## src/rtl/kvi_pkg.sv

```systemverilog
// Shared types and constants for the keyframe vector interpolator.
// No dependencies; every other file in rtl/ imports this package.
package kvi_pkg;

   // Key table geometry.
   localparam int MAX_KEYS  = 64;
   localparam int KEY_IDX_W = $clog2(MAX_KEYS);
   localparam int COUNT_W   = 7;

   // Fixed point format of the interpolation factor.
   localparam int FRAC_BITS = 16;
   localparam int DIV_CNT_W = $clog2(FRAC_BITS + 1);

   // Widths of times and vector components.
   localparam int TIME_W = 32;
   localparam int VAL_W  = 32;

   // Command codes of an input transfer.
   localparam logic CMD_LOAD  = 1'b0;
   localparam logic CMD_QUERY = 1'b1;

   // Result status codes.
   localparam logic [2:0] STAT_INTERP     = 3'd0;
   localparam logic [2:0] STAT_SINGLE     = 3'd1;
   localparam logic [2:0] STAT_CLAMP_LOW  = 3'd2;
   localparam logic [2:0] STAT_CLAMP_HIGH = 3'd3;
   localparam logic [2:0] STAT_ZERO_SPAN  = 3'd4;

   // Component select for the shared interpolation unit.
   localparam logic [1:0] COMP_X = 2'd0;
   localparam logic [1:0] COMP_Y = 2'd1;
   localparam logic [1:0] COMP_Z = 2'd2;

   // One row of the vector table.
   typedef struct packed {
      logic signed [VAL_W-1:0] z;
      logic signed [VAL_W-1:0] y;
      logic signed [VAL_W-1:0] x;
   } vec_type;

   // Table write request.
   typedef struct packed {
      logic                 en;
      logic [KEY_IDX_W-1:0] addr;
      logic [TIME_W-1:0]    key_time;
      vec_type              vec;
   } key_wr_type;

endpackage

```

## src/rtl/kvi_lerp.sv

```systemverilog
// Shared lerp unit: start + floor((end - start) * factor / 2^FRAC_BITS),
// two register stages, one component per transfer. Depends on kvi_pkg.
module kvi_lerp import kvi_pkg::*; (
   input  logic                    clock,
   input  logic                    reset,
   input  logic                    in_valid,
   input  logic signed [VAL_W-1:0] in_a,
   input  logic signed [VAL_W-1:0] in_b,
   input  logic [FRAC_BITS-1:0]    in_frac,
   output logic                    out_valid,
   output logic [VAL_W-1:0]        out_value
);

   localparam int DIFF_W = VAL_W + 1;
   localparam int PROD_W = DIFF_W + FRAC_BITS + 1;

   logic                     v1_ff, v2_ff;
   logic signed [DIFF_W-1:0] diff_ff;
   logic signed [VAL_W-1:0]  a1_ff, a2_ff;
   logic [FRAC_BITS-1:0]     frac1_ff;
   logic signed [PROD_W-1:0] prod_ff;
   logic signed [FRAC_BITS:0] frac_s;

   assign frac_s = $signed({1'b0, frac1_ff});

   // Valid pipeline.
   always_ff @(posedge clock) begin
      if (reset) begin
         v1_ff <= 1'b0;
         v2_ff <= 1'b0;
      end else begin
         v1_ff <= in_valid;
         v2_ff <= v1_ff;
      end
   end

   // Stage one takes the difference, stage two the product.
   always_ff @(posedge clock) begin
      diff_ff  <= DIFF_W'(in_b) - DIFF_W'(in_a);
      a1_ff    <= in_a;
      frac1_ff <= in_frac;
      prod_ff  <= diff_ff * frac_s;
      a2_ff    <= a1_ff;
   end

   // The arithmetic shift floors toward minus infinity; only 32 bits survive.
   assign out_value = a2_ff + prod_ff[FRAC_BITS +: VAL_W];
   assign out_valid = v2_ff;

endmodule

```

## config.mk

```make
export PLATFORM = sky130hd
export DESIGN_NAME = kvi_lerp
export DESIGN_NICKNAME = d
export VERILOG_FILES = /design/src/rtl/kvi_pkg.sv /design/src/rtl/kvi_lerp.sv
export SDC_FILE = /design/constraint.sdc
export NUM_CORES = 1
export LEC_CHECK = 0
export BUFFER_PORTS_ARGS = -buffer_cell sky130_fd_sc_hd__buf_4
export CORE_MARGIN = 2
export CORE_UTILIZATION = 60
export DETAILED_ROUTE_END_ITERATION = 10
export PLACE_DENSITY = 0.87
export SYNTH_ARGS = -nofsm -noshare
export SYNTH_HDL_FRONTEND = slang
export SYNTH_SLANG_ARGS = --single-unit
```

## constraint.sdc

```tcl
create_clock -name clock -period 17.1 [get_ports clock]
set_input_delay 0 -clock clock [delete_from_list [all_inputs] [get_ports clock]]
set_output_delay 0 -clock clock [all_outputs]
set_load 0.05 [all_outputs]
```

==> metrics.log <==
INFO  metric first_global_vias = 20775
INFO  metric fp.dieArea = between 40000 and 50000 sq um
INFO  metric crit_path_top_cell_by_count = fa_1
INFO  metric wl_per_cell = 19.42 um
INFO  metric postSynth.topFlopCell = dfxtp_1
INFO  metric synth_largest_type_area_fraction = a little over two fifths
INFO  metric hpwl = a little under 50000 um
INFO  metric port-buffer-count = between 100 and 150
INFO  metric die_h = 202.0 um
INFO  metric post_synth_fa_ha_maj_area_fraction = 51.07%
INFO  metric syn_avg_cell_area = between 9 and 10 sq um
INFO  metric layout-drive-gt1-share = ~6.5%
INFO  metric post_synth_and_or_nand_nor_area_fraction = 14.48%
INFO  metric kind_of_launch_point_of_the_worst_setup_path = register
INFO  metric grt_first_pass_wirelength = 103100 um
INFO  metric critical_path.cell_chain = buf_4 -> nand2_1 -> fa_1 -> inv_1 -> fa_1 -> inv_1 -> fa_1 -> inv_1 -> fa_1 -> fa_1 -> inv_1 -> fa_1 -> inv_1 -> ha_1 -> nand2_1 -> nand4_1 -> a211oi_1 -> o2111ai_1 -> a41oi_1 -> o21bai_1 -> a21oi_1 -> o21bai_1 -> xor2_1
INFO  metric synthDistinctLibCells = 61
INFO  metric post_cts.resized_instances = 0
INFO  metric synth_enable_flop_cells = 0
INFO  metric antenna-diode-count = 0
INFO  metric postLayoutCellArea = 26200 sq um
INFO  metric critical_path.slowest_cell = dfxtp_1
INFO  metric numClockSinks = between 100 and 150
INFO  metric status = complete, no violations
INFO  metric worst_slew_pin_slew = roughly 1200 ps
INFO  metric max_freq = roughly 120 MHz
INFO  metric finalCritPeriodShare = 46.92%
INFO  metric synth_largest_area_cell = fa_1
INFO  metric ctsLongestPathBuffers = 2
INFO  metric tritoncts = built
INFO  metric nets = approximately 3400
INFO  metric synth_cells = ~2600
INFO  metric h-tree-depth = 4
INFO  metric starting_density_of_the_core = 60.89%
INFO  metric final-setup-viol-count = 0
INFO  metric path_max_fanout = 19
INFO  metric ys_top_cells_by_count = inv_1 (607), fa_1 (491), nand2_1 (327), and2_1 (234), ha_1 (175)
INFO  metric post_synth_main_area_contributors = fa_1 (42%), dfxtp_1 (13%), inv_1 (9.7%), ha_1 (9.3%), and2_1 (6.2%)
INFO  metric worstPathArrival = 8390 ps
INFO  metric routed_wl = between 60000 and 70000 um
INFO  metric core_area = around 39000 sq um
INFO  metric grt_setup_unrepaired = false
INFO  metric finalClockSkew = approximately 32 ps
INFO  metric num_cts_buffers = 17
INFO  metric timing.critical_path.required = 17460 ps
INFO  metric grt_overflow = 0
INFO  metric maxCapViolations = 0
INFO  metric gp_congestion = 0.9511
INFO  metric synth.net_count = between 3000 and 4000
INFO  metric critical_path.max_stage_delay = approximately 900 ps
INFO  metric hold_start = in_b[9]
INFO  metric fin_tns_setup = 0 ps
INFO  metric boundaryPins = about 120
INFO  metric vias = ~18000
INFO  metric placementRows = a little over 70
INFO  metric synthesis.area = between 20000 and 25000 sq um
INFO  metric fillCellCount = about 2800
INFO  metric drt_first_iter_violations = roughly 1500
INFO  metric min-delay-path-class = input pin to register
INFO  metric detail_route.drc_violations = 0
INFO  metric synth_most_common_cell = inv_1
INFO  metric layout_overhead_on_the_synthesized_area = 11.32%
INFO  metric r2r-start = frac1_ff[8]$_DFF_P_
INFO  metric path_buf_inv = 6
INFO  metric synth-async-reset-ratio = 0%
INFO  metric cts.root.buffer_cell = clkbuf_16
INFO  metric clk_latency = 480 ps
INFO  metric clk_transition_reported_paths = around 80 ps
INFO  metric grt_max_degree = 35
INFO  metric synth_top_family_by_area = adder cells
INFO  metric antenna_violating_nets_post_route = 0
INFO  metric detailed_place.area = 24860 sq um
INFO  metric report.final.hold_viol_count = 0
INFO  metric setup.worst_path.start = frac1_ff[8]$_DFF_P_
INFO  metric warnings_synthesis = 0
INFO  metric synth_compound_area_share = roughly 7%
INFO  metric globalRouteTotalUtil = about a third
INFO  metric muxShareOfSynthArea = 0%
INFO  metric area_of_the_multi_input_gates = approximately 18000 sq um
INFO  metric yosys.area_share.xor_xnor = roughly 3.8%
INFO  metric critical_path.endpoint_type = register
INFO  metric timing.final.crit_period = approximately 8000 ps
INFO  metric crit_family = adder cells
INFO  metric maxSlewViolCount = 0
INFO  metric area.sequential = just under 3000 sq um
INFO  metric viasPerCell = between 5 and 6
INFO  metric synth-seq-area-share = 12.51%
INFO  metric initial_antenna_violation_count = 0
INFO  metric chipWidth = around 200 um
INFO  metric timing.slew.headroom = between 20% and 30%
INFO  metric worstSetupPathType = register to register
INFO  metric drtPass1Iterations = 5
INFO  metric synth.ff_latch_count = 147
[cells by family after synthesis]
| group | Yosys count |
|---|---|
| simple gates | 700 |
| buf+inv | 690 |
| fa+ha+maj | 666 |
| compound gates | 253 |
| flops | 147 |
| xor+xnor | 102 |
[tightest hold or removal path: cells and delay by family]
kind            cells  cell delay (ps)
compound gates      1               60
xor+xnor            1              120
fa+ha+maj           1              180
buf+inv             1               80
[area by class of cell]
class / count / share of cell area (%)
clock buffer: 18 / 1.676
clock inverter: 14 / 0.6352
inverter: 607 / 8.698
multi-input combinational: 1721 / 68.71
sequential: 147 / 11.23
tap: 518 / 2.474
timing repair buffer: 205 / 6.572
[what timing repair did]
action                                 4_1_cts  5_1_grt
setup endpoints to repair                    0        0
endpoints found under the hold margin       74        0
hold buffers                                73        0
buffers inserted                             0        0
[flip-flops by register name, summed over array words and instances, names as in the netlist]
register	cells
a1_ff	32
a2_ff	32
diff_ff	33
frac1_ff	16
out_valid	1
prod_ff	32
v1_ff	1
[cell usage in the layout (no fill, tap or decap), types with 17 or more instances in the layout]
| master | netlist | layout |
|---|---|---|
| clkbuf_16 | 0 | 17 |
| buf_4 | 0 | 132 |
| nand3_1 | 17 | 17 |
| xnor2_1 | 71 | 71 |
| inv_1 | 607 | 607 |
| nor2_1 | 55 | 55 |
| fa_1 | 491 | 491 |
| dlygate4sd3_1 | 0 | 73 |
| and2_1 | 234 | 234 |
| o21ai_0 | 45 | 45 |
| a21o_1 | 43 | 43 |
| nand2_1 | 327 | 327 |
| ha_1 | 175 | 175 |
| a21oi_1 | 70 | 70 |
| xor2_1 | 31 | 31 |
| dfxtp_1 | 147 | 147 |
[metal layers]
layer / global-route usage (%) / up-vias / part of all wire, %
li1: - / 7917 / -
met1: 37.61 / 9200 / 36
met2: 56.81 / 938 / 51
met3: 6.111 / 296 / 7.9
met4: 17.65 / 0 / 5.5
met5: 0 / - / 0
[stage by stage]
step	hold WS, ps	setup slack [ps]	std cells	utilization [%]
5_1_grt	42.58	8702	3230	67.78
4_1_cts	6.949	9208	3230	67.78
2_1_floorplan	27.72	10840	2558	-
3_3_place_gp	105.3	9470	3125	64.33
3_5_place_dp	105.8	9305	3125	64.33
6_report	15.88	9077	3230	67.78
[worst paths after layout]
check / end / cells after the start / slack [ps]
hold reg to reg: a2_ff[1]$_DFF_P_ / 0 / 330
hold / removal: diff_ff[10]$_DFF_P_ / 4 / 20
setup reg to reg: prod_ff[43]$_DFF_P_ / 23 / 9080
setup / recovery: prod_ff[43]$_DFF_P_ / 23 / 9080
Power is not shown: default switching activity piles up to over one toggle a cycle in this logic, so the estimate is an artifact.
