$ cat src/rtl/kvi_pkg.sv
// Shared types and constants for the keyframe vector interpolator.
// No dependencies; every other file in rtl/ imports this package.
package kvi_pkg;

   // Key table geometry.
   localparam int MAX_KEYS  = 64;
   localparam int KEY_IDX_W = $clog2(MAX_KEYS);
   localparam int COUNT_W   = 7;

   // Fixed point format of the interpolation factor.
   localparam int FRAC_BITS = 16;
   localparam int DIV_CNT_W = $clog2(FRAC_BITS + 1);

   // Widths of times and vector components.
   localparam int TIME_W = 32;
   localparam int VAL_W  = 32;

   // Command codes of an input transfer.
   localparam logic CMD_LOAD  = 1'b0;
   localparam logic CMD_QUERY = 1'b1;

   // Result status codes.
   localparam logic [2:0] STAT_INTERP     = 3'd0;
   localparam logic [2:0] STAT_SINGLE     = 3'd1;
   localparam logic [2:0] STAT_CLAMP_LOW  = 3'd2;
   localparam logic [2:0] STAT_CLAMP_HIGH = 3'd3;
   localparam logic [2:0] STAT_ZERO_SPAN  = 3'd4;

   // Component select for the shared interpolation unit.
   localparam logic [1:0] COMP_X = 2'd0;
   localparam logic [1:0] COMP_Y = 2'd1;
   localparam logic [1:0] COMP_Z = 2'd2;

   // One row of the vector table.
   typedef struct packed {
      logic signed [VAL_W-1:0] z;
      logic signed [VAL_W-1:0] y;
      logic signed [VAL_W-1:0] x;
   } vec_type;

   // Table write request.
   typedef struct packed {
      logic                 en;
      logic [KEY_IDX_W-1:0] addr;
      logic [TIME_W-1:0]    key_time;
      vec_type              vec;
   } key_wr_type;

endpackage

$ cat src/rtl/kvi_divider.sv
// Restoring divider for the interpolation factor, one quotient bit a cycle.
// Computes floor((num << FRAC_BITS) / den) for num < den. Depends on kvi_pkg.
module kvi_divider import kvi_pkg::*; (
   input  logic                 clock,
   input  logic                 reset,
   input  logic                 start,
   input  logic [TIME_W-1:0]    num,
   input  logic [TIME_W-1:0]    den,
   output logic                 done,
   output logic [FRAC_BITS-1:0] quo
);

   logic                 run_ff,  run_in;
   logic                 done_ff, done_in;
   logic [DIV_CNT_W-1:0] cnt_ff,  cnt_in;
   logic [TIME_W-1:0]    rem_ff,  rem_in;
   logic [TIME_W-1:0]    den_ff,  den_in;
   logic [FRAC_BITS-1:0] quo_ff,  quo_in;
   logic [TIME_W:0]      rem_shift;
   logic [TIME_W:0]      rem_diff;

   // One shift-and-subtract step per cycle.
   always_comb begin
      run_in    = run_ff;
      done_in   = done_ff;
      cnt_in    = cnt_ff;
      rem_in    = rem_ff;
      den_in    = den_ff;
      quo_in    = quo_ff;
      rem_shift = {rem_ff, 1'b0};
      rem_diff  = rem_shift - {1'b0, den_ff};
      if (start) begin
         run_in  = 1'b1;
         done_in = 1'b0;
         cnt_in  = '0;
         rem_in  = num;
         den_in  = den;
         quo_in  = '0;
      end else if (run_ff) begin
         if (rem_shift >= {1'b0, den_ff}) begin
            rem_in = rem_diff[TIME_W-1:0];
            quo_in = {quo_ff[FRAC_BITS-2:0], 1'b1};
         end else begin
            rem_in = rem_shift[TIME_W-1:0];
            quo_in = {quo_ff[FRAC_BITS-2:0], 1'b0};
         end
         cnt_in = cnt_ff + 1'b1;
         if (cnt_ff == DIV_CNT_W'(FRAC_BITS - 1)) begin
            run_in  = 1'b0;
            done_in = 1'b1;
         end
      end
   end

   // Control state.
   always_ff @(posedge clock) begin
      if (reset) begin
         run_ff  <= 1'b0;
         done_ff <= 1'b0;
         cnt_ff  <= '0;
      end else begin
         run_ff  <= run_in;
         done_ff <= done_in;
         cnt_ff  <= cnt_in;
      end
   end

   // Datapath.
   always_ff @(posedge clock) begin
      rem_ff <= rem_in;
      den_ff <= den_in;
      quo_ff <= quo_in;
   end

   assign done = done_ff;
   assign quo  = quo_ff;

endmodule

$ cat config.mk
export PLATFORM = sky130hd
export DESIGN_NAME = kvi_divider
export DESIGN_NICKNAME = d
export VERILOG_FILES = /design/src/rtl/kvi_pkg.sv /design/src/rtl/kvi_divider.sv
export SDC_FILE = /design/constraint.sdc
export NUM_CORES = 1
export LEC_CHECK = 0
export ABC_AREA = 0
export BUFFER_PORTS_ARGS = -buffer_cell sky130_fd_sc_hd__buf_2
export CAP_MARGIN = 20
export CELL_PAD_IN_SITES_DETAIL_PLACEMENT = 1
export CELL_PAD_IN_SITES_GLOBAL_PLACEMENT = 1
export CORE_MARGIN = 2
export CORE_UTILIZATION = 35
export DETAILED_ROUTE_END_ITERATION = 10
export GPL_TIMING_DRIVEN = 0
export MAX_ROUTING_LAYER = met4
export PLACE_DENSITY = 0.66
export SLEW_MARGIN = 20
export SYNTH_ARGS = -nofsm -noshare
export SYNTH_HDL_FRONTEND = slang
export SYNTH_SLANG_ARGS = --single-unit
$ cat constraint.sdc
create_clock -name clock -period 2.7 [get_ports clock]
set_input_delay 0.135 -clock clock [delete_from_list [all_inputs] [get_ports clock]]
set_output_delay 0.135 -clock clock [all_outputs]
set_load 0.01 [all_outputs]
==> results_dict.tcl, run 1 <==
set metrics [dict create \
    vias 4751 \
    start_util_pct 35.5 \
    cp_common_cell "o21ai_2" \
    cts_max_level 3 \
    cts_root_buffer "clkbuf_16" \
    port_buffers 83 \
    cts_tree "built" \
    ios 84 \
    row_count 45 \
    vias_per_cell 5.18 \
    nNetsFinal 827 \
    fmax_mhz 359 \
    slowest_stage "edfxtp_1" \
    slowest_delay_ps 440 \
    critPathArrivalTime_ps 2890 \
    grt_usage_pct 21.0 \
    endpoint_kind "register" \
    ys_warn_count 0 \
    required_ps 2810 \
    dp_hpwl_um 11200 \
    syn-num-nets 677 \
    grt_pass1_vias 5205 \
    ys_seq_area_share_pct 44.6 \
    drive_gt1_share_pct 28.4 \
    drt-total-wl_um 16200 \
    die_x_um 127 \
    firstDrtPassIters 4 \
    powerDensity_nw_per_um2 825 \
    rsz0062_at_grt "true" \
    route.antenna.remaining_nets 0 \
    syn_area_per_cell_um2 9.28 \
    setup_ws_ps -82.1 \
    maxSlewViolCount 0 \
    cp_max_fo 8 \
    grt_pass1_wl_um 26000 \
    die-area_um2 16200 \
    final_common_cell "buf_2" \
    grt_overflow 0 \
    die_y_um 127 \
    netlist_area_um2 5340 \
    clock-skew-final_ps 15.7 \
    hold_ws_ps 80.1 \
    async_reset_ff_share_pct 0 \
    yosysUniqueCellTypes 54 \
    netlist_top_cells_area "edfxtp_1, dfxtp_1, ha_1, nand2_1, nor2_1" \
    n_antenna_cell 0 \
    grt_antenna_before_repair 0 \
    drtIter0Drc 225 \
    status "finished, violations left" \
    synth_edf_count 64 \
    finalHoldViolCount 0 \
    startpoint_type "register" \
    setup_viol_count_final 8 \
    tightest_slew_ps 872 \
    max_slew_margin_pct 41.9 \
    clk_latency_ps 360 \
    crit_chain "ha_4 > and4_1 > o21ai_2 > a21o_1 > o21ai_4 > o21ai_2 > a41o_1 > o21a_1 > buf_6 > and3_4 > a221o_1" \
    clock-sinks 87 \
    gp_congestion 0.852 \
    clk_path_buf_depth 2 \
    drc_errors 0 \
    drv_cap 0 \
    synth_top_area_share_pct 36.0 \
    wl_per_cell_um 17.6 \
    syn_to_final_growth_pct 35.0 \
    clk_pin_slew_worst_paths_ps 70 \
    coreArea_um2 15000 \
    most-common-layout-cells "buf_2, nand2_1, edfxtp_1, nor2_1, inv_1" \
    leakage_uw 0.00310 \
    power_uw 5950 \
    crit_type "reg -> reg" \
    ys_seq_elements 87 \
    n_fill_cell 1727 \
    period_needed_ps 2780 \
    synth_cells 575 \
    violations "negative setup slack" \
    cts_buffers 9 \
    synth_area_leader_cell "edfxtp_1" \
    synth_top_flop_cell "edfxtp_1" \
    grt_max_degree 34 \
    hold_class "in -> reg" \
    irDropWorstVdd_uv 399 \
    finalCritPeriodShare_pct 103 \
]
-- cells in the mapped netlist, drive strengths merged (2+ instances only) --
master	n
a211oi	5
a21o	15
a21oi	38
a221o	3
a311oi	2
a31oi	28
a41o	2
and2	3
and3	6
and4	2
buf	11
clkbuf	17
dfxtp	23
edfxtp	64
ha	34
inv	43
mux2i	19
nand2	80
nand2b	5
nand3	9
nand4	7
nor2	65
nor2b	4
nor3	4
nor3b	2
o211ai	4
o21a	2
o21ai	26
o21bai	3
o31ai	3
or2	3
or3	2
xnor2	18
xor2	11
-- kinds of logic (layout without fill, tap and decap cells) --
group,after synthesis,after routing,synth area share (%)
flip-flops,87,87,44.6
AO/OA/AOI/OAI,140,140,17.4
AND/OR/NAND/NOR,193,193,15.7
buffers and inverters,72,227,5.65
adder cells (fa/ha/maj),35,35,8.35
multiplexers,19,19,3.56
XOR/XNOR,29,29,4.76
-- registers in the layout, summed over array words and instances, names as in the netlist --
signal,flops
quo,16
rem_ff,32
run_ff,1
done,1
cnt_ff,5
den_ff,32
-- layout make-up --
type	instances	area, um2	area share [%]
timing repair buffer	143	956	13.3
clock buffer	12	268	3.72
multi-input combinational	416	3020	41.9
clock inverter	4	30.0	0.417
sequential	87	2380	33.1
buffer	24	151	2.10
inverter	44	165	2.29
tap	188	235	3.27
-- routing by layer --
| layer | GRT usage (%) | up-vias | wire length (um) |
|---|---|---|---|
| met5 | - | - | 0 |
| met4 | 6.14 | 0 | 253 |
| met3 | 4.02 | 14 | 469 |
| met2 | 36.7 | 78 | 8310 |
| met1 | 24.7 | 2321 | 7140 |
| li1 | - | 2338 | - |
-- worst paths after layout --
kind / from / end / slack [ps] / cells after the start
setup / recovery: rem_ff[6] / rem_ff[28] / -80 / 11
setup reg to reg: rem_ff[6] / rem_ff[28] / -80 / 11
hold / removal: num[29] / rem_ff[29] / 80 / 3
hold reg to reg: done / done / 490 / 2
-- metrics by stage --
step | setup slack [ps] | utilization, % | TNS, ps | instance area, um2 | instances
after CTS | -144 | 46.3 | -2060 | 6960 | 910
after detailed placement | -420 | 39.8 | -17210 | 5990 | 846
final | -82.1 | 47.9 | -296 | 7200 | 918
after global routing | -181 | 47.9 | -3030 | 7200 | 918
after floorplan | 76.5 | - | 0 | 5340 | 575
after global placement | -391 | 39.8 | -12060 | 5990 | 846
-- repair_timing --
action                                  in CTS  in global routing
endpoints found under the setup margin      32                 65
hold endpoints to repair                    33                  0
hold buffers                                33                  0
resized for setup                           47                 46
cloned                                       0                  0
pin swaps                                   25                 32
setup buffers                               17                 10
-- critical path: cells and delay by family, from the launching register on --
| family | cells | cell delay, ps |
|---|---|---|
| AO/OA/AOI/OAI | 7 | 1230 |
| flip-flops | 1 | 440 |
| AND/OR/NAND/NOR | 2 | 380 |
| adder cells (fa/ha/maj) | 1 | 330 |
| buffers and inverters | 1 | 150 |
-- report_power, final --
| part | internal [uW] | switching (uW) | total (uW) |
|---|---|---|---|
| clock | 714 | 555 | 1270 |
| sequential | 1680 | 124 | 1800 |
| combinational | 1300 | 1570 | 2880 |
Power figures use the tool's default switching activity.
==> run 2, diff against run 1 <==
--- a/config.mk
+++ b/config.mk
@@ -7,10 +7,10 @@
 export LEC_CHECK = 0
 export ABC_AREA = 0
 export BUFFER_PORTS_ARGS = -buffer_cell sky130_fd_sc_hd__buf_2
-export CAP_MARGIN = 20
+export CAP_MARGIN = 40
 export CELL_PAD_IN_SITES_DETAIL_PLACEMENT = 1
 export CELL_PAD_IN_SITES_GLOBAL_PLACEMENT = 1
-export CORE_MARGIN = 2
+export CORE_MARGIN = 1.5
 export CORE_UTILIZATION = 35
 export DETAILED_ROUTE_END_ITERATION = 10
 export GPL_TIMING_DRIVEN = 0
==> constraint.sdc (replaced) <==
create_clock -name clock -period 2.7 [get_ports clock]
set_input_delay 0.54 -clock clock [delete_from_list [all_inputs] [get_ports clock]]
set_output_delay 0.54 -clock clock [all_outputs]
set_load 0.01 [all_outputs]
==> results_dict.tcl, run 2 (synthesis gave the netlist of run 1 again) <==
set metrics [dict create \
    clk_pin_slew_worst_paths_ps 70 \
    grt_pass1_vias 5044 \
    clk_path_buf_depth 2 \
    finalHoldViolCount 0 \
    gp_congestion 0.826 \
    die_y_um 126 \
    route.antenna.remaining_nets 0 \
    critPathArrivalTime_ps 2920 \
    drc_errors 0 \
    wl_per_cell_um 17.6 \
    nNetsFinal 800 \
    slowest_delay_ps 450 \
    reg2reg_slack_ps -130 \
    vias_per_cell 5.20 \
    post-route-util_pct 47.4 \
    n_fill_cell 1669 \
    slowest_stage "edfxtp_1" \
    max_slew_margin_pct 53.6 \
    fmax_mhz 354 \
    tns_ps -735 \
    clock-skew-final_ps 8.68 \
    grt_overflow 0 \
    drtIter0Drc 189 \
    firstDrtPassIters 4 \
    required_ps 2790 \
    final_common_cell "buf_2" \
    setup_ws_ps -126 \
    row_count 44 \
    cts_tree "built" \
    drive_gt1_share_pct 31.3 \
    finalCritPeriodShare_pct 105 \
    status "finished, violations left" \
    vias 4612 \
    most-common-layout-cells "buf_2, nand2_1, edfxtp_1, nor2_1, inv_1" \
    irDropWorstVdd_uv 364 \
    grt_pass1_wl_um 25200 \
    hold_class "in -> reg" \
    grt_usage_pct 20.5 \
    dp.cells 842 \
    drv_cap 0 \
    grt_antenna_before_repair 0 \
    n_antenna_cell 0 \
    startpoint_type "register" \
    tightest_slew_ps 696 \
    cp_max_fo 5 \
    clk_latency_ps 350 \
    violations "negative setup slack" \
    crit_chain "ha_4 > and4_1 > o21ai_1 > a21o_1 > o21ai_4 > o21ai_2 > a41o_1 > o21a_1 > buf_4 > and3_4 > a221o_1" \
    die-area_um2 16000 \
    start_util_pct 36.3 \
    dp_hpwl_um 11200 \
    cts_max_level 3 \
    ios 84 \
    setup_viol_count_final 25 \
    port_buffers 83 \
    syn_to_final_growth_pct 30.6 \
    drt-total-wl_um 15600 \
    leakage_uw 0.00300 \
    period_needed_ps 2830 \
    coreArea_um2 14700 \
    cts_root_buffer "clkbuf_16" \
    crit_type "reg -> reg" \
    grt_max_degree 34 \
    critPathTopFamily "compound AO/OA/AOI/OAI gates" \
    seq_area_um2 2380 \
    multi_input_area_um2 3060 \
    crit_buf_inv 1 \
    powerDensity_nw_per_um2 859 \
    die_x_um 126 \
    clock-sinks 87 \
    rsz0062_at_grt "true" \
    cts_buffers 9 \
    maxSlewViolCount 0 \
    endpoint_kind "register" \
    fin_cells 887 \
]
==> run 2: per-layer routing <==
| metal | share of wire [%] | wire [um] | up-vias | GRT usage [%] |
|---|---|---|---|---|
| li1 | - | - | 2286 | - |
| met1 | 45 | 6990 | 2234 | 23.9 |
| met2 | 50 | 7820 | 76 | 35.8 |
| met3 | 3.5 | 551 | 16 | 3.58 |
| met4 | 1.5 | 239 | 0 | 6.63 |
| met5 | 0 | 0 | - | - |
==> run 2: repair_timing <==
| item | 4_1_cts | 5_1_grt |
|---|---|---|
| gates resized for setup | 60 | 49 |
| buffers inserted | 22 | 9 |
| endpoints found under the setup margin | 64 | 33 |
| hold buffers | 0 | 0 |
| gates cloned | 0 | 2 |
| pin swaps | 32 | 37 |
| endpoints found under the hold margin | 0 | 0 |
==> run 2: final timing paths <==
kind / start / to / cells after the start
hold reg to reg: done / done / 2
setup / recovery: rem_ff[6] / rem_ff[21] / 11
setup reg to reg: rem_ff[6] / rem_ff[21] / 11
hold / removal: reset / run_ff / 2
==> run 2: power breakdown <==
group,total (uW),internal (uW),leakage (uW),switching (uW)
Sequential,1800,1680,0.000819,127
Clock,1190,653,0.000144,541
Combinational,2990,1360,0.00204,1630
==> run 2: cell type report <==
type | count | area share (%)
plain buffers | 25 | 2.30
clock buffers | 10 | 3.43
clock inverters | 6 | 0.575
inverters | 44 | 2.37
multi-input cells | 416 | 43.9
flip-flops and latches | 87 | 34.2
well taps | 184 | 3.30
repair buffers | 115 | 9.91
==> run 2: per-stage QoR <==
step / hold slack, ps / setup WS, ps / instance area, um2 / power [uW]
detailed placement: 464 / -637 / 5980 / 4070
global route: 350 / -216 / 6970 / 6370
finish: 363 / -126 / 6970 / 5980
floorplan: 456 / 76.5 / 5340 / 3460
global placement: 458 / -564 / 5980 / 4000
CTS: 347 / -136 / 6700 / 5710
==> run 3, diff against run 2 <==
--- a/config.mk
+++ b/config.mk
@@ -6,16 +6,16 @@
 export NUM_CORES = 1
 export LEC_CHECK = 0
 export ABC_AREA = 0
-export BUFFER_PORTS_ARGS = -buffer_cell sky130_fd_sc_hd__buf_2
 export CAP_MARGIN = 40
 export CELL_PAD_IN_SITES_DETAIL_PLACEMENT = 1
 export CELL_PAD_IN_SITES_GLOBAL_PLACEMENT = 1
 export CORE_MARGIN = 1.5
 export CORE_UTILIZATION = 35
 export DETAILED_ROUTE_END_ITERATION = 10
+export DONT_BUFFER_PORTS = 1
 export GPL_TIMING_DRIVEN = 0
 export MAX_ROUTING_LAYER = met4
-export PLACE_DENSITY = 0.66
+export PLACE_DENSITY = 0.6
 export SLEW_MARGIN = 20
 export SYNTH_ARGS = -nofsm -noshare
 export SYNTH_HDL_FRONTEND = slang
==> results_dict.tcl, run 3 (synthesis gave the netlist of run 1 again) <==
set metrics [dict create \
    status "finished, violations left" \
    violations "negative setup slack" \
    die-area_um2 16000 \
    slowest_stage "edfxtp_1" \
    multi_input_area_um2 2990 \
    powerDensity_nw_per_um2 903 \
    die_y_um 126 \
    fin_cells 799 \
    fmax_mhz 357 \
    rsz0062_at_grt "true" \
    finalHoldViolCount 0 \
    port_buffers 0 \
    critPathArrivalTime_ps 2910 \
    drc_errors 0 \
    drt-total-wl_um 15200 \
    final_common_cell "nand2_1" \
    drive_gt1_share_pct 18.7 \
    hold_ws_ps 238 \
    nNetsFinal 711 \
    hold_class "in -> reg" \
    cts_max_level 3 \
    dp_hpwl_um 10900 \
    grt_antenna_before_repair 1 \
    seq_area_um2 2380 \
    n_fill_cell 1651 \
    place_area_um2 5590 \
    start_util_pct 36.3 \
    route.antenna.remaining_nets 0 \
    tightest_slew_ps 698 \
    crit_chain "ha_4 > nor2b_4 > o211ai_1 > a21o_1 > o21ai_4 > o21ai_2 > a41o_1 > o21a_1 > buf_6 > nor2_2 > a221o_1" \
    vias 4272 \
    required_ps 2810 \
    leakage_uw 0.00261 \
    grt_usage_pct 20.4 \
    period_needed_ps 2800 \
    most-common-layout-cells "nand2_1, edfxtp_1, nor2_1, inv_1, a21oi_1" \
    vias_per_cell 5.35 \
    grt_pass1_vias 4681 \
    die_x_um 126 \
    row_count 44 \
    clk_latency_ps 360 \
    clock-skew-final_ps 11.0 \
    clk_path_buf_depth 2 \
    maxSlewViolCount 0 \
    gp_congestion 0.819 \
    setup_ws_ps -97.2 \
    slowest_delay_ps 500 \
    ios 84 \
    max_slew_margin_pct 53.4 \
    cts_tree "built" \
    clock-sinks 87 \
    dp.cells 760 \
    grt_pass1_wl_um 24600 \
    firstDrtPassIters 4 \
    coreArea_um2 14700 \
    use_met2_pct 33.8 \
    cts_root_buffer "clkbuf_16" \
    drtIter0Drc 176 \
    post-route-util_pct 44.0 \
    cts_buffers 9 \
    startpoint_type "register" \
    finalCritPeriodShare_pct 104 \
    irDropWorstVdd_uv 362 \
    syn_to_final_growth_pct 21.1 \
    grt_max_degree 34 \
    drv_cap 0 \
    met1_usage_pct 24.2 \
    use_met3_pct 5.90 \
    setup_viol_count_final 17 \
    endpoint_kind "register" \
    grt_overflow 0 \
    crit_type "reg -> reg" \
    grt.busiest_layer "met2" \
    cp_max_fo 7 \
    wl_per_cell_um 19.0 \
    postLayoutCellArea_um2 6460 \
    clk_pin_slew_worst_paths_ps 70 \
]
## run 3: cell count changes in the layout (fill, tap and decap cells not counted), sizes merged
cell    previous run  this run
clkbuf            24        23
inv               47        46
clkinv             3         5
diode              0         1
buf              126        37
## run 3: worst max-delay path: cells and delay by family (launching register included)
| kind | cells | cell delay [ps] |
|---|---|---|
| compound gates | 7 | 1430 |
| buf+inv | 1 | 160 |
| simple gates | 2 | 170 |
| fa+ha+maj | 1 | 290 |
| flops | 1 | 500 |
## run 3: final cells by class
class | instances | share of cell area, %
flip-flops and latches | 87 | 36.9
inverters | 44 | 2.56
multi-input cells | 416 | 46.3
plain buffers | 25 | 2.40
diodes | 1 | 0.0387
well taps | 184 | 3.56
clock inverters | 7 | 1.30
repair buffers | 26 | 3.51
clock buffers | 9 | 3.49
## run 3: layer usage
metal | vias to the layer above | share of wire [%]
met2 | 74 | 49
met3 | 15 | 5.1
met5 | - | 0
met4 | 0 | 1.6
met1 | 2078 | 45
li1 | 2105 | -
## run 3: final timing paths
path | from | endpoint | slack [ps] | depth (start not counted)
worst max-delay path | rem_ff[0] | rem_ff[30] | -100 | 11
worst min-delay path | reset | run_ff | 240 | 1
worst max register to register | rem_ff[0] | rem_ff[30] | -100 | 11
worst min register to register | cnt_ff[4] | cnt_ff[4] | 490 | 2
## run 3: through the flow
stage | TNS, ps | power (uW) | setup slack [ps]
floorplan | 0 | 3460 | 76.5
global placement | -6220 | 3950 | -403
detailed placement | -7600 | 4010 | -412
CTS | -1140 | 5730 | -134
global route | -5040 | 6250 | -226
finish | -600 | 5840 | -97.2
## run 3: power breakdown
part | internal (uW) | switching, uW | leakage (uW)
Combinational | 1230 | 1510 | 0.00164
Sequential | 1670 | 122 | 0.000819
Clock | 663 | 637 | 0.000151
Total | 3570 | 2270 | 0.00261
## run 3: timing repair
| item | CTS | global route |
|---|---|---|
| gates cloned | 0 | 0 |
| setup buffers | 17 | 9 |
| pin swaps | 27 | 32 |
| hold buffers | 0 | 0 |
| setup endpoints to repair | 32 | 33 |
| gates resized for setup | 57 | 27 |
